**src/hdl/pvc_pkg.sv**
```systemverilog
// Shared types, register codes and reset constants for the PID velocity controller.
`default_nettype none

package pvc_pkg;

  // Default number of wheel channels
  localparam int unsigned PvcChannels = 6;

  // Payload widths
  localparam int unsigned ChanW  = 3;
  localparam int unsigned VelW   = 32;
  localparam int unsigned TimeW  = 32;
  localparam int unsigned GainW  = 16;
  localparam int unsigned LimW   = 16;
  localparam int unsigned PerW   = 20;
  localparam int unsigned DriveW = 16;
  localparam int unsigned CfgIdxW  = 3;
  localparam int unsigned CfgDataW = 20;

  // Configuration register indexes
  typedef enum logic [CfgIdxW-1:0] {
    REG_GAIN_P        = 3'd0,
    REG_GAIN_I        = 3'd1,
    REG_GAIN_D        = 3'd2,
    REG_LIMIT_HIGH    = 3'd3,
    REG_LIMIT_LOW     = 3'd4,
    REG_SAMPLE_PERIOD = 3'd5
  } pvc_reg_e;

  // Reset values of the configuration registers
  localparam logic signed [GainW-1:0] GainPRst   = 16'sd20480;  // 80.0 in Q8.8
  localparam logic signed [GainW-1:0] GainIRst   = 16'sd7680;   // 30.0 in Q8.8
  localparam logic signed [GainW-1:0] GainDRst   = 16'sd0;
  localparam logic signed [LimW-1:0]  LimHighRst = 16'sd100;
  localparam logic signed [LimW-1:0]  LimLowRst  = -16'sd100;
  localparam logic [PerW-1:0]         PeriodRst  = 20'd10000;   // microseconds

  // Live configuration
  typedef struct packed {
    logic signed [GainW-1:0] gain_p;
    logic signed [GainW-1:0] gain_i;
    logic signed [GainW-1:0] gain_d;
    logic signed [LimW-1:0]  limit_high;
    logic signed [LimW-1:0]  limit_low;
    logic [PerW-1:0]         sample_period;
  } pvc_cfg_t;

  // Per-channel loop state
  typedef struct packed {
    logic signed [VelW-1:0] integ;      // Q16.16
    logic signed [VelW-1:0] prev_meas;  // Q16.16
    logic signed [VelW-1:0] held;       // Q16.16
    logic [TimeW-1:0]       last_time;  // microseconds
  } pvc_state_t;

endpackage

`default_nettype wire

```
**src/hdl/pvc_pid_math.sv**
```systemverilog
// One PID step: elapsed-time check, clamped integral, output clamp and truncation.
`default_nettype none

module pvc_pid_math import pvc_pkg::*; (
  input  wire pvc_cfg_t                cfg_i,
  input  wire logic                    in_range_i,
  input  wire logic signed [VelW-1:0]  meas_i,
  input  wire logic signed [VelW-1:0]  tgt_i,
  input  wire logic [TimeW-1:0]        now_i,
  input  wire pvc_state_t              state_i,
  output pvc_state_t                   state_o,
  output logic                         upd_o,
  output logic signed [DriveW-1:0]     drive_o
);

  logic [TimeW-1:0]        elapsed;
  logic signed [32:0]      err;
  logic signed [32:0]      dmeas;
  logic signed [48:0]      prod_i;
  logic signed [40:0]      istep;
  logic signed [41:0]      acc_raw;
  logic signed [31:0]      int_hi, int_lo;
  logic signed [31:0]      acc;
  logic signed [48:0]      prod_p, prod_d;
  logic signed [50:0]      sum_raw;
  logic signed [39:0]      out_hi, out_lo;
  logic signed [39:0]      sum_c;
  logic signed [39:0]      sum_adj;
  logic signed [31:0]      held_new;
  logic signed [31:0]      held_sel;
  logic signed [31:0]      held_adj;

  // Sample period gate on the wrapping timestamp
  assign elapsed = now_i - state_i.last_time;
  assign upd_o   = in_range_i && (elapsed >= TimeW'(cfg_i.sample_period));

  // Error and measurement step, one bit wider to stay exact
  assign err   = 33'(tgt_i) - 33'(meas_i);
  assign dmeas = 33'(meas_i) - 33'(state_i.prev_meas);

  // Integral: Ki*err in Q24.24, floor to Q16.16, accumulate and clamp
  assign prod_i  = 49'(cfg_i.gain_i) * 49'(err);
  assign istep   = prod_i[48:8];
  assign acc_raw = 42'(state_i.integ) + 42'(istep);
  assign int_hi  = $signed({cfg_i.limit_high, 16'b0});
  assign int_lo  = $signed({cfg_i.limit_low, 16'b0});

  always_comb begin
    if (acc_raw > 42'(int_hi)) begin
      acc = int_hi;
    end else if (acc_raw < 42'(int_lo)) begin
      acc = int_lo;
    end else begin
      acc = acc_raw[31:0];
    end
  end

  // Output sum in Q24.24, derivative on measurement
  assign prod_p  = 49'(cfg_i.gain_p) * 49'(err);
  assign prod_d  = 49'(cfg_i.gain_d) * 49'(dmeas);
  assign sum_raw = 51'(prod_p) - 51'(prod_d) + 51'($signed({acc, 8'b0}));
  assign out_hi  = $signed({cfg_i.limit_high, 24'b0});
  assign out_lo  = $signed({cfg_i.limit_low, 24'b0});

  always_comb begin
    if (sum_raw > 51'(out_hi)) begin
      sum_c = out_hi;
    end else if (sum_raw < 51'(out_lo)) begin
      sum_c = out_lo;
    end else begin
      sum_c = sum_raw[39:0];
    end
  end

  // Truncate toward zero to Q16.16
  assign sum_adj  = sum_c + (sum_c[39] ? 40'sd255 : 40'sd0);
  assign held_new = sum_adj[39:8];

  // Next channel state
  always_comb begin
    state_o = state_i;
    if (upd_o) begin
      state_o.integ     = acc;
      state_o.prev_meas = meas_i;
      state_o.held      = held_new;
      state_o.last_time = now_i;
    end
  end

  // Drive command: held output truncated toward zero to an integer
  assign held_sel = upd_o ? held_new : state_i.held;
  assign held_adj = held_sel + (held_sel[31] ? 32'sd65535 : 32'sd0);
  assign drive_o  = in_range_i ? held_adj[31:16] : '0;

endmodule

`default_nettype wire

```
**config.mk**
```make
export PLATFORM = sky130hd
export DESIGN_NAME = pvc_pid_math
export DESIGN_NICKNAME = d
export VERILOG_FILES = /design/src/hdl/pvc_pkg.sv /design/src/hdl/pvc_pid_math.sv
export SDC_FILE = /design/constraint.sdc
export NUM_CORES = 2
export LEC_CHECK = 0
export BUFFER_PORTS_ARGS = -buffer_cell sky130_fd_sc_hd__buf_2
export CORE_MARGIN = 1
export CORE_UTILIZATION = 35
export DETAILED_ROUTE_END_ITERATION = 6
export MAX_ROUTING_LAYER = met4
export PLACE_DENSITY_LB_ADDON = 0.08
export SKIP_LAST_GASP = 1
export SLEW_MARGIN = 20
export SYNTH_ARGS = -nofsm -noshare
export SYNTH_HDL_FRONTEND = slang
export SYNTH_SLANG_ARGS = --single-unit
```
**constraint.sdc**
```tcl
create_clock -name vclk -period 46.1
set_input_delay 4.61 -clock vclk [all_inputs]
set_output_delay 4.61 -clock vclk [all_outputs]
set_load 0.01 [all_outputs]
```
-- Word-level counts from Yosys, hierarchy flattened
Cells that the tools add are included.
Widths: inputs -> output; s select.
- memories: 0
- register bits: 0
- memory bits (writable): 0
- memory bits (read-only): 0
- latch bits: 0
- input bits: 325
- output and inout bits: 145
- reductions and logical operators: 1
- add/sub/neg operators: 8
- bitwise operators: 0
- div/mod/pow operators: 0
- order comparisons: 5
- mux-type cells: 9
- eq/ne operators: 0
- shift operators: 0
- multiply operators: 3
- operator list (cell ; number):
    $mul 16x33->49 ; 3
    $mux 128 ; 1
    $mux 32 ; 3
    $mux 40 ; 2
    $sub 32x32->33 ; 2
    $add 50x40->51 ; 1
    $gt 51x40->1 ; 1
    $lt 51x40->1 ; 1
    $sub 49x49->50 ; 1
    $add 32x41->42 ; 1
    $gt 42x32->1 ; 1
    $lt 42x32->1 ; 1
    $add 40x9->40 ; 1
    $add 32x17->32 ; 1
    $ge 32x20->1 ; 1
    $mux 16 ; 2
    $sub 32x32->32 ; 1
    $mux 8 ; 1
    $logic_and 1x1->1 ; 1

-- Depth between registers and ports, before layout
- depth in word-level cells: 16
- mapped depth: 139

-- Worst setup path before layout
OpenSTA, ideal clock, no wires.
- kind: in2out
- start point: input port tgt_i[0]
- end point: output port drive_o[12]
- setup slack: 10.483 ns
- path buffers: 7
- stages on the path: 131
- arrival: 31.007 ns
- cell sequence: inv_1 -> ha_1 -> fa_1 -> nor2b_1 -> o21ai_0 -> a21boi_0 -> o21ai_0 -> a21oi_1 -> o21ai_0 -> nand2_1 -> o21a_1 -> nor2_1 -> xnor2_1 -> clkbuf_1 -> nand2_1 -> fa_1 -> inv_1 -> fa_1 -> (+95 left out) -> or4_1 -> clkbuf_1 -> or3_1 -> nor2_1 -> xnor2_1 -> o21ai_0 -> ha_1 -> nand4_1 -> nor2_1 -> a211oi_1 -> nand2_1 -> nand2_1 -> a211oi_1 -> a211o_2 -> buf_4 -> and4_4 -> nand3_1 -> nor3b_1
- cells in the longest elaborated chain, start to end: 16
- elaborated cells on any way between the ends: 20
- classes of those cells: add/sub: 6; mul: 2; order compare: 4; mux: 8
- ends and longest elaborated chain (what ; RTL line ; RTL):
    from (decl) ; pvc_pid_math.sv:8 ; input wire logic signed [VelW-1:0] tgt_i,
    $sub 32x32->33 * ; pvc_pid_math.sv:38 ; assign err = 33'(tgt_i) - 33'(meas_i);
    $mul 16x33->49 ; pvc_pid_math.sv:42 ; assign prod_i = 49'(cfg_i.gain_i) * 49'(err);
    $add 32x41->42 ; pvc_pid_math.sv:44 ; assign acc_raw = 42'(state_i.integ) + 42'(istep);
    $lt 42x32->1 ; pvc_pid_math.sv:51 ; end else if (acc_raw < 42'(int_lo)) begin
    $mux 32 ; pvc_pid_math.sv:51 ;
    $mux 32 ; pvc_pid_math.sv:49 ; if (acc_raw > 42'(int_hi)) begin
    $add 50x40->51 * ; pvc_pid_math.sv:61 ; assign sum_raw = 51'(prod_p) - 51'(prod_d) + 51'($signed({acc, 8'b0}));
    $lt 51x40->1 ; pvc_pid_math.sv:68 ; end else if (sum_raw < 51'(out_lo)) begin
    $mux 40 ; pvc_pid_math.sv:68 ;
    $mux 40 * ; pvc_pid_math.sv:66 ; if (sum_raw > 51'(out_hi)) begin
    $mux 8 ; pvc_pid_math.sv:76 ; assign sum_adj = sum_c + (sum_c[39] ? 40'sd255 : 40'sd0);
    $add 40x9->40 * ; pvc_pid_math.sv:76 ;
    $mux 32 * ; pvc_pid_math.sv:91 ; assign held_sel = upd_o ? held_new : state_i.held;
    $mux 16 ; pvc_pid_math.sv:92 ; assign held_adj = held_sel + (held_sel[31] ? 32'sd65535 : 32'sd0);
    $add 32x17->32 * ; pvc_pid_math.sv:92 ;
    $mux 16 * ; pvc_pid_math.sv:93 ; assign drive_o = in_range_i ? held_adj[31:16] : '0;
    to (decl) ; pvc_pid_math.sv:13 ; output logic signed [DriveW-1:0] drive_o
Mark *: on every way between the ends. The rest lies on a longest branch, timed or not.

-- Final worst setup path
- start point: input port meas_i[2]
- end point: output port drive_o[15]
- cells in the longest elaborated chain, start to end: 16
- elaborated cells on any way between the ends: 22
- classes of those cells: add/sub: 7; mul: 3; order compare: 4; mux: 8
- ends and longest elaborated chain (what ; RTL line ; RTL):
    from (decl) ; pvc_pid_math.sv:7 ; input wire logic signed [VelW-1:0] meas_i,
    $sub 32x32->33 ; pvc_pid_math.sv:38 ;
    $mul 16x33->49 ; pvc_pid_math.sv:42 ;
    $add 32x41->42 ; pvc_pid_math.sv:44 ;
    $lt 42x32->1 ; pvc_pid_math.sv:51 ;
    $mux 32 ; pvc_pid_math.sv:51 ;
    $mux 32 ; pvc_pid_math.sv:49 ;
    $add 50x40->51 * ; pvc_pid_math.sv:61 ;
    $lt 51x40->1 ; pvc_pid_math.sv:68 ;
    $mux 40 ; pvc_pid_math.sv:68 ;
    $mux 40 * ; pvc_pid_math.sv:66 ;
    $mux 8 ; pvc_pid_math.sv:76 ;
    $add 40x9->40 * ; pvc_pid_math.sv:76 ;
    $mux 32 * ; pvc_pid_math.sv:91 ;
    $mux 16 ; pvc_pid_math.sv:92 ;
    $add 32x17->32 * ; pvc_pid_math.sv:92 ;
    $mux 16 * ; pvc_pid_math.sv:93 ;
Marks and branches as above.

==> results by group <==
Yosys
  • Syn Nets: 10,700
  • Gate Count Post-Synth: 8,140
  • Syn Area/Cell: 8.59 sq um
  • Synthesized area: 69,900 sq um
  • Ys Warns: 0
  • Proportion of synthesized chip area in sequential cells: 0%
  • Distinct cell type count after synthesis: 105

Finish
  • Register Area: 0 sq um
  • Share of post-route cells with drive strength above 1: 8.92%
  • Seq_cells: 0
  • NumNets Final: 11,000
  • Finished Core Util: 38.2%
  • Design area: 75,500 sq um
  • CLK BUF: 0
  • P&R area growth vs syn: 7.97%

Worst hold path
  • WHS Path Cells: 4
  • Hold Crit Class: in2out
  • Hold path startpoint: now_i[31]

Drt
  • Final ANT Viol Nets: 0
  • Vias/cell: 5.04
  • WL/cell: 23.0 um
  • TritonRoute pass-1 iters: 7
  • DR iter-0 viols: 2,897
  • Drt total wl: 254,000 um
  • DR vias: 55,700
  • DRC viols: 0

GRT
  • Tot GR Track Use: 26.2%
  • Global-route wire length before repair: 388,000 um
  • Vias in the first global route: 58,800
  • Gr ovfl total: 0
  • Largest net degree at the start of global routing: 75
  • Initial antenna violation count: 16

STA
  • Post-Route Setup TNS: 0 ns
  • Max Freq: 0.0239 GHz
  • Final Critical Period: 41.88 ns
  • Hold Vio Cnt, Final: 0
  • RSZ-0062 raised after global routing: no
  • Final period utilization: 90.8%
  • Max-slew violations: 0
  • Final setup violation count: 0
  • Worst Tran Pin Value: 1.12 ns
  • Slew HR: 24.8%

Floorplanning
  • Die area: 202,000 sq um
  • Core box area: 198,000 sq um
  • Width of the die: 449 um
  • Initial core utilization: 35.3%
  • Chip Height: 449 um
  • # rows: 163
  • I/O pin total: 470

Placed design
  • Post-detail-place hpwl: 219,000 um
  • Port Buf Inserts: 470
  • Placed instance area: 75,400 sq um
  • Final Wtd Congestion: 0.967

Setup path
  • Crit start category: input port
  • Worst path bufs/invs: 14
  • Critical path's top delay family: compound AO/OA/AOI/OAI gates
  • Setup crit end kind: primary output
  • Worst setup path start: meas_i[2]
  • Worst EP required: 41.49 ns
  • Critical path depth: 129
  • Critical-path top delay cell: o311ai_0
  • Max incr delay on CP: 0.89 ns
  • Max FO, Critical Path: 33
  • Crit path top cell by count: a21oi_1
  • CP arrival: 37.27 ns
  • CP Class: in2out

Clock tree
  • Resize count post-CTS: 0
  • CTS Hold Bufs: 0
  • Postcts setup bufs: 0

Run status
  • Status: finished clean

Flow run
  • Maxcap violations: 0
==> path summary, 6_finish.rpt <==
check | end | slack (ns)
max | drive_o[15] | 4.22
min | state_o[31] | 9.53
==> cells in the final DEF, fill, tap and decap left out, drive strengths merged, types with 17 or more instances in the layout <==
cell	instances
a211oi	35
a21o	63
a21oi	206
a31oi	29
and2	609
and3	37
buf	580
diode	17
fa	1654
ha	605
inv	1959
mux2	70
mux2i	30
nand2	1047
nand2b	91
nand3	70
nand4	59
nor2	251
nor2b	101
nor3	73
nor4	17
o211ai	32
o21a	58
o21ai	194
o21bai	23
o31ai	30
or3	31
xnor2	154
xor2	71
==> synthesized netlist by cell type (33+ instances only) <==
master / n / share of area, %
a211oi_1: 33 / 0.35
a21o_1: 63 / 0.68
a21oi_1: 202 / 1.4
and2_1: 609 / 5.4
and3_1: 37 / 0.33
clkbuf_1: 311 / 1.7
fa_1: 1654 / 47
ha_1: 605 / 11
inv_1: 1956 / 10
mux2_2: 69 / 1.1
nand2_1: 1045 / 5.6
nand2b_1: 91 / 0.81
nand3_1: 70 / 0.50
nand4_1: 58 / 0.52
nor2_1: 250 / 1.3
nor2b_1: 100 / 0.89
nor3_1: 72 / 0.52
o21a_1: 58 / 0.62
o21ai_0: 178 / 1.3
xnor2_1: 153 / 1.9
xor2_1: 71 / 0.89
==> metal layers <==
| metal | vias to the layer above | part of all wire [%] | global-route usage [%] | wire [um] |
|---|---|---|---|---|
| li1 | 25100 | - | - | - |
| met1 | 29300 | 45 | 35.9 | 115000 |
| met2 | 1188 | 49 | 42.9 | 124000 |
| met3 | 172 | 3.7 | 1.35 | 9480 |
| met4 | 0 | 2.3 | 5.16 | 5840 |
| met5 | - | 0 | - | 0 |
==> final cells by class <==
class                           instances  area [sq um]
Timing Repair Buffer                  580          3180
Multi-Input combinational cell       5844         61600
Inverter                             1959          7360
Fill cell                           20700        122000
Tap cell                             2640          3300
Antenna cell                           17          42.5
==> kinds of logic (layout without fill, tap and decap cells) <==
group / after synthesis / after routing / synth area share, %
multiplexers: 100 / 100 / 1.56
other: 0 / 17 / 0
buffers and inverters: 2296 / 2539 / 12.4
AO/OA/AOI/OAI: 807 / 807 / 7.71
XOR/XNOR: 225 / 225 / 2.83
adder cells (fa/ha/maj): 2259 / 2259 / 58.2
AND/OR/NAND/NOR: 2453 / 2453 / 17.3
==> through the flow <==
step	worst slack (ns)	std cells	hold WS, ns
after global placement	5.05	11000	9.52
final	4.22	11000	9.53
after detailed placement	4.33	11000	9.53
after floorplan	10.48	8140	9.33
after global routing	2.21	11000	9.54
after CTS	4.24	11000	9.53
Power is not shown: default switching activity piles up to over one toggle a cycle in this logic, so the estimate is an artifact.
