### config.mk
export PLATFORM = sky130hd
export DESIGN_NAME = pvc_cfg_regs
export DESIGN_NICKNAME = d
export VERILOG_FILES = /design/src/hdl/pvc_pkg.sv /design/src/hdl/pvc_cfg_regs.sv
export SDC_FILE = /design/constraint.sdc
export NUM_CORES = 1
export LEC_CHECK = 0
export ABC_CLOCK_PERIOD_IN_PS = 1700
export BUFFER_PORTS_ARGS = -buffer_cell sky130_fd_sc_hd__buf_4
export CORE_AREA = 2 2 88 90
export DETAILED_ROUTE_END_ITERATION = 10
export DIE_AREA = 0 0 90 92
export PLACE_DENSITY = 0.89
export SYNTH_ARGS = -nofsm -noshare
export SYNTH_HDL_FRONTEND = slang
export SYNTH_SLANG_ARGS = --single-unit
### constraint.sdc
create_clock -name clk_i -period 1.7 [get_ports clk_i]
set_input_delay 0.255 -clock clk_i [delete_from_list [all_inputs] [get_ports clk_i]]
set_output_delay 0.255 -clock clk_i [all_outputs]
set_load 0.01 [all_outputs]
### src/hdl/pvc_pkg.sv
// Shared types, register codes and reset constants for the PID velocity controller.
`default_nettype none

package pvc_pkg;

  // Default number of wheel channels
  localparam int unsigned PvcChannels = 6;

  // Payload widths
  localparam int unsigned ChanW  = 3;
  localparam int unsigned VelW   = 32;
  localparam int unsigned TimeW  = 32;
  localparam int unsigned GainW  = 16;
  localparam int unsigned LimW   = 16;
  localparam int unsigned PerW   = 20;
  localparam int unsigned DriveW = 16;
  localparam int unsigned CfgIdxW  = 3;
  localparam int unsigned CfgDataW = 20;

  // Configuration register indexes
  typedef enum logic [CfgIdxW-1:0] {
    REG_GAIN_P        = 3'd0,
    REG_GAIN_I        = 3'd1,
    REG_GAIN_D        = 3'd2,
    REG_LIMIT_HIGH    = 3'd3,
    REG_LIMIT_LOW     = 3'd4,
    REG_SAMPLE_PERIOD = 3'd5
  } pvc_reg_e;

  // Reset values of the configuration registers
  localparam logic signed [GainW-1:0] GainPRst   = 16'sd20480;  // 80.0 in Q8.8
  localparam logic signed [GainW-1:0] GainIRst   = 16'sd7680;   // 30.0 in Q8.8
  localparam logic signed [GainW-1:0] GainDRst   = 16'sd0;
  localparam logic signed [LimW-1:0]  LimHighRst = 16'sd100;
  localparam logic signed [LimW-1:0]  LimLowRst  = -16'sd100;
  localparam logic [PerW-1:0]         PeriodRst  = 20'd10000;   // microseconds

  // Live configuration
  typedef struct packed {
    logic signed [GainW-1:0] gain_p;
    logic signed [GainW-1:0] gain_i;
    logic signed [GainW-1:0] gain_d;
    logic signed [LimW-1:0]  limit_high;
    logic signed [LimW-1:0]  limit_low;
    logic [PerW-1:0]         sample_period;
  } pvc_cfg_t;

  // Per-channel loop state
  typedef struct packed {
    logic signed [VelW-1:0] integ;      // Q16.16
    logic signed [VelW-1:0] prev_meas;  // Q16.16
    logic signed [VelW-1:0] held;       // Q16.16
    logic [TimeW-1:0]       last_time;  // microseconds
  } pvc_state_t;

endpackage

`default_nettype wire

### src/hdl/pvc_cfg_regs.sv
// Configuration register file of the PID velocity controller.
`default_nettype none

module pvc_cfg_regs import pvc_pkg::*; (
  input  wire logic                clk_i,
  input  wire logic                rst_ni,
  input  wire logic                cfg_valid_i,
  output logic                     cfg_ready_o,
  input  wire logic [CfgIdxW-1:0]  cfg_index_i,
  input  wire logic [CfgDataW-1:0] cfg_data_i,
  output pvc_cfg_t                 cfg_o
);

  pvc_cfg_t cfg_q, cfg_d;

  assign cfg_ready_o = 1'b1;
  assign cfg_o       = cfg_q;

  // Register write decode; unknown indexes are dropped
  always_comb begin
    cfg_d = cfg_q;
    if (cfg_valid_i) begin
      case (pvc_reg_e'(cfg_index_i))
        REG_GAIN_P:        cfg_d.gain_p        = $signed(cfg_data_i[GainW-1:0]);
        REG_GAIN_I:        cfg_d.gain_i        = $signed(cfg_data_i[GainW-1:0]);
        REG_GAIN_D:        cfg_d.gain_d        = $signed(cfg_data_i[GainW-1:0]);
        REG_LIMIT_HIGH:    cfg_d.limit_high    = $signed(cfg_data_i[LimW-1:0]);
        REG_LIMIT_LOW:     cfg_d.limit_low     = $signed(cfg_data_i[LimW-1:0]);
        REG_SAMPLE_PERIOD: cfg_d.sample_period = cfg_data_i[PerW-1:0];
        default: ;
      endcase
    end
  end

  always_ff @(posedge clk_i or negedge rst_ni) begin
    if (!rst_ni) begin
      cfg_q.gain_p        <= GainPRst;
      cfg_q.gain_i        <= GainIRst;
      cfg_q.gain_d        <= GainDRst;
      cfg_q.limit_high    <= LimHighRst;
      cfg_q.limit_low     <= LimLowRst;
      cfg_q.sample_period <= PeriodRst;
    end else begin
      cfg_q <= cfg_d;
    end
  end

endmodule

`default_nettype wire

# [After elaboration in Yosys (flattened, before gate mapping)]
# Index checks and enable logic that the tools add are counted.
[op_classes] eq_ne=5 n_reduce_logical=7
[ops] operator="AND reduction 2 bit" count=6
[ops] operator="== test 3 x 2 -> 1 bit, second input constant" count=2
[ops] operator="== test 3 bit, second input constant" count=2
[ops] operator="== test 3 x 1 -> 1 bit, second input constant" count=1
[ops] operator="zero test 3 bit" count=1
[totals] ff_bits=100 inputBits=26 out_inout_bits=101

# [Depth between registers and ports, before layout]
# Gate-level depths: netlist of the first run.
[logic_depth] depth_word=2 depth_mapped=4 depth_no_buf=2

# [Worst setup path after synthesis of the first run]
# Ideal clock, no wire load.
[synth_path] path_type="input port to flip-flop" startpoint="input cfg_index_i[1]" endpoint="register cfg_q, in the netlist cfg_o[84]" arrival_ns=1.215 t_required_ns=1.575 slack_ns=0.360 path_stages=3 n_path_buf=1 path_cell_list="nor4b_4 > buf_6 > mux2_2"
[synth_via] elab_chain_len=2
[synth_lines] item="from (decl)" line_no="pvc_cfg_regs.sv:9" source="input wire logic [CfgIdxW-1:0] cfg_index_i,"
[synth_lines] item="zero test 3 bit" line_no="pvc_cfg_regs.sv:23" source="case (pvc_reg_e'(cfg_index_i))"
[synth_lines] item="AND reduction 2 bit (no line)"
[synth_lines] item="to (signal assigned)" line_no="pvc_cfg_regs.sv:44" source="cfg_q <= cfg_d;"
[synth_lines] item="to (decl)" line_no="pvc_cfg_regs.sv:14" source="pvc_cfg_t cfg_q, cfg_d;"
# No other way between the ends.
# A chain may end at the register's enable or synchronous reset.

# [Worst setup path in the final report of the first run]
[layout_path] startpoint="input cfg_index_i[2]" endpoint="register cfg_q, in the netlist cfg_o[47]"
[layout_via] elab_chain_len=2
[layout_lines] item="== test 3 x 2 -> 1 bit" line_no="pvc_cfg_regs.sv:23"
[layout_lines] item="AND reduction 2 bit (no line)"
# No other way between the ends.

==> results of run 1 <==
==> path summary, 6_finish.rpt <==
path                                 from   endpoint  slack [ns]  depth (start not counted)
setup / recovery           cfg_index_i[2]  cfg_o[47]        0.41                          3
min in group asynchronous          rst_ni   cfg_o[0]        0.46                          3
setup reg to reg                 cfg_o[7]   cfg_o[7]        0.90                          1
hold / removal             cfg_data_i[19]  cfg_o[19]        0.12                          2
max in group asynchronous          rst_ni  cfg_o[79]        0.78                          3
hold reg to reg                 cfg_o[94]  cfg_o[94]        0.51                          1
==> routing by layer <==
| layer | part of all wire | GRT usage |
|---|---|---|
| met2 | 0.50 | 0.3365 |
| met1 | 0.43 | 0.2683 |
| met3 | 0.068 | 0.07395 |
| met4 | 0.0091 | 0.06410 |
| met5 | 0 | 0 |
==> through the flow <==
| step | hold WS, ns | cell area (um2) | power (uW) |
|---|---|---|---|
| after CTS | 0.1069 | 5154 | 6820 |
| after global routing | 0.1011 | 5154 | 7066 |
| after floorplan | -0.04059 | 3859 | 4064 |
| final | 0.1242 | 5154 | 6739 |
| after detailed placement | 0.3577 | 4927 | 5194 |
| after global placement | 0.3463 | 4927 | 5087 |
==> power by group <==
group / switching, uW / internal, uW
Sequential: 294 / 3000
Combinational: 747 / 1080
Clock: 787 / 830
==> area by class of cell <==
| cell class | count | share of cell area |
|---|---|---|
| Multi-Input combinational cell | 107 | 0.2365 |
| Timing Repair Buffer | 132 | 0.2049 |
| Clock inverter | 6 | 0.01724 |
| Tap cell | 102 | 0.02476 |
| Sequential cell | 100 | 0.4919 |
| Clock buffer | 10 | 0.02476 |
==> cells by family (layout without fill, tap and decap cells) <==
family / Yosys count / in the layout / synth area share
other: 1 / 1 / 0.0009718
multiplexers: 100 / 100 / 0.2928
flip-flops: 100 / 100 / 0.6569
buffers and inverters: 11 / 148 / 0.02723
AND/OR/NAND/NOR: 6 / 6 / 0.02205
==> what timing repair did <==
action | CTS | global route
hold buffers | 1 | 0
buffers inserted | 0 | 0
endpoints found under the hold margin | 74 | 0
==> layout by cell type (no fill, tap or decap), types with 2 or more instances in the layout <==
cell type | synthesis | layout
buf_4 | 1 | 126
clkinvlp_4 | 0 | 2
clkbuf_8 | 0 | 9
mux2_2 | 99 | 99
dfstp_2 | 26 | 26
bufinv_16 | 0 | 2
dfrtp_1 | 74 | 74
and4bb_2 | 3 | 3
buf_12 | 0 | 5
==> impl_results.md, run 1 <==
- DPL Wire Length: approximately 5800 um
- Leakage power: 0.002365 uW
- Ys Warns: 0
- Syn_nets: approximately 240
- Largest net degree at the start of global routing: slightly above 100
- First-pass GRT wire length: between 10000 and 15000 um
- Core Util, Final: 0.6920
- Pre-CTS setup slack: 0.05566 ns
- Final WS setup: roughly 0.41 ns
- Worst path buffer plus inverter count: 1
- Max Cap Violations: 0
- Post-layout net count: 376
- Type of the worst setup path: input port to register
- Period utilization: 0.7591
- Setup TNS: 0 ns
- Ranking of synthesized cells by area: dfrtp_1 48%, mux2_2 29%, dfstp_2 18%
- CTS tree: done
- Main synth FF type: dfrtp_1
- H-tree Lvls: 3
- Die width: ~90 um
- Clock tree buffer depth: 2
- Site Rows: 32
- Final setup viols: 0
- Chip Height: 92 um
- Top cell type's share of synthesized area: 0.4799
- Worst Path Max Fanout: 16
- Slowest-stage cell, CP: nand4b_2
- FFs w/ async S/R, synth: 1.000
- Mapped Cells: approximately 220
- Non-filler instance count after layout: 457
- Clk sink count: 100
- Slew headroom: 0.5566
- CTS root buffer: clkbuf_8
- First-pass detailed-route iteration total: 4
- Boundary Pins: roughly 130
- Layout cells sized above 1: 0.7803
- GRT Total Usage: 0.2089
- CP peak stage delay: between 0.6 and 0.7 ns
- Clk pin slew, worst setup/hold paths: ~0.10 ns
- Multi-input logic area: ~1200 um2
- Post-cts resize count: 0
- CTS buffer count: 9
- Setup crit start kind: input port
- Final Max Slew Viols: 0
- Crit path arrival time: 1.52 ns
- Most common cell in the netlist: mux2_2
- ANT cells: 0
- Vias in the first global route: around 2500
- IO Port Bufs: ~130
- Core Region: ~7400 um2
- Final clock skew: 0 ns
- Clk Latency, worst-skew pair: 0.35 ns
- Netlist Area Pre-Place: between 3000 and 4000 um2
- Worst hold path class: input port to register
- Post-synthesis sequential area ratio: 0.6569
- Routed wire length: ~8400 um
- DRT iter0 DRCs: 77
- Status: completed
- Min Clock Period, post-route: between 1 and 1.5 ns
- Count of final hold-check violations: 0
- Routed Antenna Nets: 0
- EDFF count, synth: 0
- Reg area: approximately 2500 um2
- Syn-to-layout area delta: 33.56%
- DR vias: between 2000 and 2500
- DRC violations left: 0
- Max VDD drop: about 0.0009 V
- CP required: approximately 1.9 ns
- Post-synth cell types: 13
- Cell Chain, Critical Path: buf_4, nand4b_2, mux2_2
- Inst Count DP: 440
- Vias/cell: roughly 5.1
- Max FFs per register: 100
- Routed wire length per instance: 18.36 um
- Gr ovfl total: 0
- RSZ-0062 raised after global routing: false
- Top cells by count, synth: 99 x mux2_2, 74 x dfrtp_1, 26 x dfstp_2, 6 x buf_6
- Layout fillers: about 550
- Die area: 8280 um2
- Area leader, netlist: dfrtp_1
- GP Congestion: around 0.73
- Measured slew at the worst slew-check pin: about 0.66 ns
- Seq cells post-synth: 100
- Pwr dens: roughly 1300 nW/um2
- Avg Cell Area, Syn: 17.70 um2
- Fmax: around 770 MHz
- Top delay family on crit path: simple AND/OR/NAND/NOR gates
- Initial antenna violation count: 0
- Starting density of the core: 0.5181
- CP Capture Type: register
Power figures use the tool's default switching activity.
==> run 2, diff against run 1 <==
==> config.mk (replaced) <==
export PLATFORM = sky130hd
export DESIGN_NAME = pvc_cfg_regs
export DESIGN_NICKNAME = d
export VERILOG_FILES = /design/src/hdl/pvc_pkg.sv /design/src/hdl/pvc_cfg_regs.sv
export SDC_FILE = /design/constraint.sdc
export NUM_CORES = 1
export LEC_CHECK = 0
export ABC_AREA = 1
export ABC_CLOCK_PERIOD_IN_PS = 1300
export BUFFER_PORTS_ARGS = -buffer_cell sky130_fd_sc_hd__buf_4
export CORE_AREA = 2 2 93 95
export DETAILED_ROUTE_END_ITERATION = 10
export DIE_AREA = 0 0 95 97
export PLACE_DENSITY = 0.83
export SYNTH_ARGS = -nofsm -noshare
export SYNTH_HDL_FRONTEND = slang
export SYNTH_SLANG_ARGS = --single-unit
==> constraint.sdc (replaced) <==
create_clock -name clk_i -period 1.3 [get_ports clk_i]
set_input_delay 0.195 -clock clk_i [delete_from_list [all_inputs] [get_ports clk_i]]
set_output_delay 0.195 -clock clk_i [all_outputs]
set_load 0.01 [all_outputs]
==> impl_results.md, run 2 <==
- Status: completed
- Post-synthesis sequential area ratio: 0.6359
- Max VDD drop: around 0.00075 V
- Sw frac: 0.3016
- Max FFs per register: 100
- Final Max Slew Viols: 0
- Area leader, netlist: dfrtp_1
- Min Clock Period, post-route: 1.220 ns
- Largest net degree at the start of global routing: 55
- Ranking of synthesized cells by area: dfrtp_1 46%, nand2_1 23%, dfstp_2 17%
- EDFF count, synth: 0
- NetSw: 2458 uW
- Post-layout net count: 599
- RSZ-0062 raised after global routing: false
- Period utilization: 0.9387
- Count of final hold-check violations: 0
- Most common cell in the netlist: nand2_1
- Syn_nets: 471
- CP required: 1.11 ns
- Chip Height: between 90 and 100 um
- Most frequent cells in the layout: 242 x nand2_1, 133 x buf_4, 74 x dfrtp_1, 64 x nand3_1, 26 x dfstp_2
- IO Port Bufs: 125
- Setup TNS: 0 ns
- Type of the worst setup path: register to output pin
- Cell Chain, Critical Path: buf_4
- Site Rows: 33
- Pwr dens: 1538 nW/um2
- ANT cells: 0
- Commonest non-fill, non-tap cell in the layout: nand2_1
- Clk pin slew, worst setup/hold paths: 0.09 ns
- FFs w/ async S/R, synth: 1.000
- Worst Path Max Fanout: 2
- Worst path buffer plus inverter count: 1
- Top cell type's share of synthesized area: 0.4645
- DRC violations left: 0
- Worst hold path class: input port to register
- Sequential power share: 0.513
- First-pass GRT wire length: 17280 um
- Fmax: between 800 and 900 MHz
- Mapped Cells: roughly 450
- Post-synth cell types: 16
- Clk sink count: 100
- Top delay family on crit path: flip-flops
- Vias in the first global route: around 3300
- Seq cells post-synth: 100
- Clock power frac: 0.229
- GP Congestion: between 0.7 and 0.8
- Uppermost layer routed: met4
- Routed wire length per instance: around 16 um
- Gr ovfl total: 0
- Final WS setup: about 0.08 ns
- Boundary Pins: 127
- CTS buffer count: 9
- Vias/cell: ~5.0
- First-pass detailed-route iteration total: 5
- DR vias: 3437
- Setup crit start kind: register
- Avg Cell Area, Syn: 8.958 um2
- DR WL met3: about 660 um
- Die area: ~9200 um2
- Die width: ~95 um
- CP peak stage delay: around 0.56 ns
- Pre-CTS setup slack: approximately 0.054 ns
- Max Cap Violations: 0
- Initial antenna violation count: 0
- CTS tree: done
- Routed met2 length: about 5300 um
- Syn-to-layout area delta: 32.93%
- Crit path arrival time: approximately 1 ns
- CP Capture Type: output pin
- Final setup viols: 0
- Routed wire length: ~11000 um
- Slowest-stage cell, CP: dfstp_2
- Top cells by count, synth: 242 x nand2_1, 74 x dfrtp_1, 64 x nand3_1, 26 x dfstp_2, 15 x buf_2
- Ys Warns: 0
- Final clock skew: 0 ns
- Leakage power: approximately 0.0029 uW
- Clock tree buffer depth: 2
- Routed Antenna Nets: 0
- Main synth FF type: dfrtp_1
- Total power: 8148 uW
- Starting density of the core: 0.4901
- DPL Wire Length: around 7600 um
- DRT iter0 DRCs: 160
- GRT Total Usage: 0.2454
- Netlist Area Pre-Place: ~4000 um2
- Met1 WL: around 4500 um
- Core Region: roughly 8000 um2
- Int Pwr: 5690 uW
- CTS root buffer: clkbuf_8
- H-tree Lvls: 3
- Layout cells sized above 1: 0.3270
- Logic pwr share: 0.258
- Clk Latency, worst-skew pair: about 0.35 ns
- Setup Buffers After CTS: 0
-- run 2: stage by stage --
step,cell area (um2),cells,hold slack (ns),util
detailed placement,5100,666,0.2094,0.6270
global placement,5100,666,0.2029,0.6270
floorplan,3986,445,-0.1006,-
finish,5299,683,0.03146,0.6514
CTS,5299,683,0.01473,0.6514
global route,5299,683,0.01483,0.6514
-- run 2: power groups by stage --
stage | combinational (uW) | clock, uW | sequential [uW]
after CTS | 2140 | 1900 | 4180
after detailed placement | 2140 | 0 | 4220
final | 2100 | 1860 | 4180
after floorplan | 563 | 0 | 4440
after global placement | 2070 | 0 | 4210
after global routing | 2320 | 2060 | 4240
-- run 2: worst paths after layout --
kind / start / end / slack [ns] / cells after the start
max: cfg_o[27] / cfg_o[27] / 0.08 / 1
min: cfg_data_i[18] / cfg_o[18] / 0.03 / 3
max reg2reg: cfg_o[96] / cfg_o[96] / 0.55 / 2
min reg2reg: cfg_o[79] / cfg_o[79] / 0.47 / 2
max in group asynchronous: rst_ni / cfg_o[27] / 0.61 / 3
min in group asynchronous: rst_ni / cfg_o[36] / 0.36 / 3
-- run 2: kinds of logic (layout without fill, tap and decap cells) --
group / after synthesis / count (layout) / share of synthesized area
simple gates: 316 / 316 / 0.3283
flops: 100 / 100 / 0.6359
buf+inv: 28 / 161 / 0.03484
other cells: 1 / 1 / 0.0009407
-- run 2: final cells by class --
type | instances | area [um2]
Tap cell | 105 | 131.4
Sequential cell | 100 | 2535
Clock buffer | 13 | 168.9
Fill cell | 649 | 2835
Timing Repair Buffer | 139 | 1109
Clock inverter | 3 | 20.02
Multi-Input combinational cell | 317 | 1313
Inverter | 6 | 22.52
-- run 2: what timing repair did --
item                                   4_1_cts  5_1_grt
gates resized for setup                      0        0
hold buffers                                 1        0
endpoints found under the hold margin       74        0
-- run 2: metal layers --
| layer | track usage | vias up |
|---|---|---|
| li1 | - | 1643 |
| met1 | 0.3314 | 1655 |
| met2 | 0.3846 | 124 |
| met3 | 0.05841 | 15 |
| met4 | 0.09253 | 0 |
| met5 | 0 | - |
==> run 3, diff against run 2 <==
--- a/config.mk
+++ b/config.mk
@@ -6,12 +6,12 @@
 export NUM_CORES = 1
 export LEC_CHECK = 0
 export ABC_AREA = 1
-export ABC_CLOCK_PERIOD_IN_PS = 1300
+export ABC_CLOCK_PERIOD_IN_PS = 1100
 export BUFFER_PORTS_ARGS = -buffer_cell sky130_fd_sc_hd__buf_4
-export CORE_AREA = 2 2 93 95
+export CORE_AREA = 2 2 97 99
 export DETAILED_ROUTE_END_ITERATION = 10
-export DIE_AREA = 0 0 95 97
-export PLACE_DENSITY = 0.83
+export DIE_AREA = 0 0 99 101
+export PLACE_DENSITY = 0.81
 export SYNTH_ARGS = -nofsm -noshare
 export SYNTH_HDL_FRONTEND = slang
 export SYNTH_SLANG_ARGS = --single-unit
==> constraint.sdc (replaced) <==
create_clock -name clk_i -period 1.1 [get_ports clk_i]
set_input_delay 0.165 -clock clk_i [delete_from_list [all_inputs] [get_ports clk_i]]
set_output_delay 0.165 -clock clk_i [all_outputs]
set_load 0.01 [all_outputs]
==> impl_results.md, run 3 (same netlist as run 2, synthesis figures left out) <==
- Layout cells sized above 1: 0.3506
- GRT Total Usage: 0.2363
- Pwr dens: 1835 nW/um2
- Syn-to-layout area delta: 42.28%
- Max FFs per register: 100
- CP peak stage delay: 0.56 ns
- Chip Height: between 100 and 150 um
- Leakage power: between 0.003 and 0.004 uW
- Die area: between 9000 and 10000 um2
- Most frequent cells in the layout: 242 x nand2_1, 113 x buf_4, 74 x dfrtp_1, 64 x nand3_1, 38 x buf_6
- CTS root buffer: clkbuf_8
- Status: complete, but fails checks
- Starting density of the core: 0.4440
- Worst path buffer plus inverter count: 1
- H-tree Lvls: 3
- Gr ovfl total: 0
- Non-filler instance count after layout: just over 700
- Vias in the first global route: between 3000 and 4000
- Clk sink count: 100
- Final clock skew: 0 ns
- Clock tree buffer depth: 2
- Commonest non-fill, non-tap cell in the layout: nand2_1
- CTS buffer count: 9
- ANT cells: 0
- Worst Path Max Fanout: 2
- Site Rows: 35
- Layout fillers: 751
- Max VDD drop: just over 0.0009 V
- Period utilization: 1.076
- Routed Antenna Nets: 0
- Die width: a little under 100 um
- Final setup viols: 26
- Setup crit start kind: register
- Violated checks: negative setup slack
- Fmax: approximately 850 MHz
- Top delay family on crit path: flip-flops
- Setup TNS: -1.799 ns
- Vias/cell: 5.055
- Inst Count DP: ~680
- Worst hold path class: input port to register
- Initial antenna violation count: 0
- Boundary Pins: about 130
- Worst min-delay path startpoint: cfg_data_i[17]
- Cell Chain, Critical Path: buf_6
- Routed wire length per instance: ~16 um
- R2r startpoint: cfg_o[30]
- CP Capture Type: output pin
- Type of the worst setup path: register to output pin
- Clk Latency, worst-skew pair: 0.35 ns
- First-pass GRT wire length: approximately 18000 um
- Min Clock Period, post-route: 1.183 ns
- Crit path arrival time: 1.02 ns
- Max Cap Violations: 0
- Count of final hold-check violations: 0
- Final WS setup: -0.08320 ns
- RSZ-0062 raised after global routing: true
- DRT iter0 DRCs: 200
- DRC violations left: 0
- Core Region: 8977 um2
- Total power: approximately 10000 uW
- Final Max Slew Viols: 0
- Routed wire length: ~12000 um
- DPL Wire Length: around 8100 um
- GP Congestion: around 0.83
- Post-layout net count: 620
- Slowest-stage cell, CP: dfstp_2
- First-pass detailed-route iteration total: 7
- IO Port Bufs: ~130
- CTS tree: done
- DR vias: between 3000 and 4000
- Setup crit start: cfg_o[34]
- Clk pin slew, worst setup/hold paths: around 0.1 ns
- Largest net degree at the start of global routing: 39
- CP required: 0.94 ns
- Pre-CTS setup slack: -0.04120 ns
run 3: cell count changes in the layout (fill, tap and decap cells not counted):
cell,change
clkinvlp_4,-2
clkbuf_8,-2
buf_6,+38
buf_4,-20
clkinv_2,+2
buf_12,+3
bufinv_16,+2
run 3: timing repair:
item | in CTS | in global routing
setup endpoints to repair | 26 | 47
resized for setup | 26 | 12
hold buffers | 1 | 0
hold endpoints to repair | 75 | 0
buffers inserted | 3 | 12
run 3: final timing paths:
kind	to	depth (start not counted)	slack, ns
setup / recovery	cfg_o[34]	1	-0.08
hold / removal	cfg_o[17]	3	0.008
setup reg to reg	cfg_o[30]	3	0.27
hold reg to reg	cfg_o[96]	2	0.47
max in group asynchronous	cfg_o[77]	3	0.37
min in group asynchronous	cfg_o[37]	2	0.21
run 3: where the power goes:
part	switching (uW)	internal, uW
combinational	1340	1520
clock	1230	1340
sequential	482	4500
run 3: stage by stage:
step | cell area (um2) | hold WS (ns) | util
2_1_floorplan | 3986 | -0.1306 | -
3_3_place_gp | 5190 | 0.04490 | 0.5781
3_5_place_dp | 5190 | 0.05064 | 0.5781
4_1_cts | 5537 | 0.004790 | 0.6167
5_1_grt | 5672 | 0.01269 | 0.6318
6_report | 5672 | 0.007795 | 0.6318
run 3: layout make-up:
| class | instances | area [um2] | area share |
|---|---|---|---|
| Sequential cell | 100 | 2535 | 0.4469 |
| Timing Repair Buffer | 160 | 1446 | 0.2550 |
| Multi-Input combinational cell | 317 | 1313 | 0.2314 |
| Clock buffer | 11 | 141.4 | 0.02493 |
| Tap cell | 111 | 138.9 | 0.02449 |
| Clock inverter | 5 | 75.07 | 0.01324 |
| Inverter | 6 | 22.52 | 0.003971 |
run 3: routing by layer:
metal,routed length [um],GRT usage,vias to the layer above
li1,-,-,1682
met1,4469,0.3100,1737
met2,6070,0.3955,156
met3,975,0.04924,14
met4,180,0.07587,0
met5,0,0,-
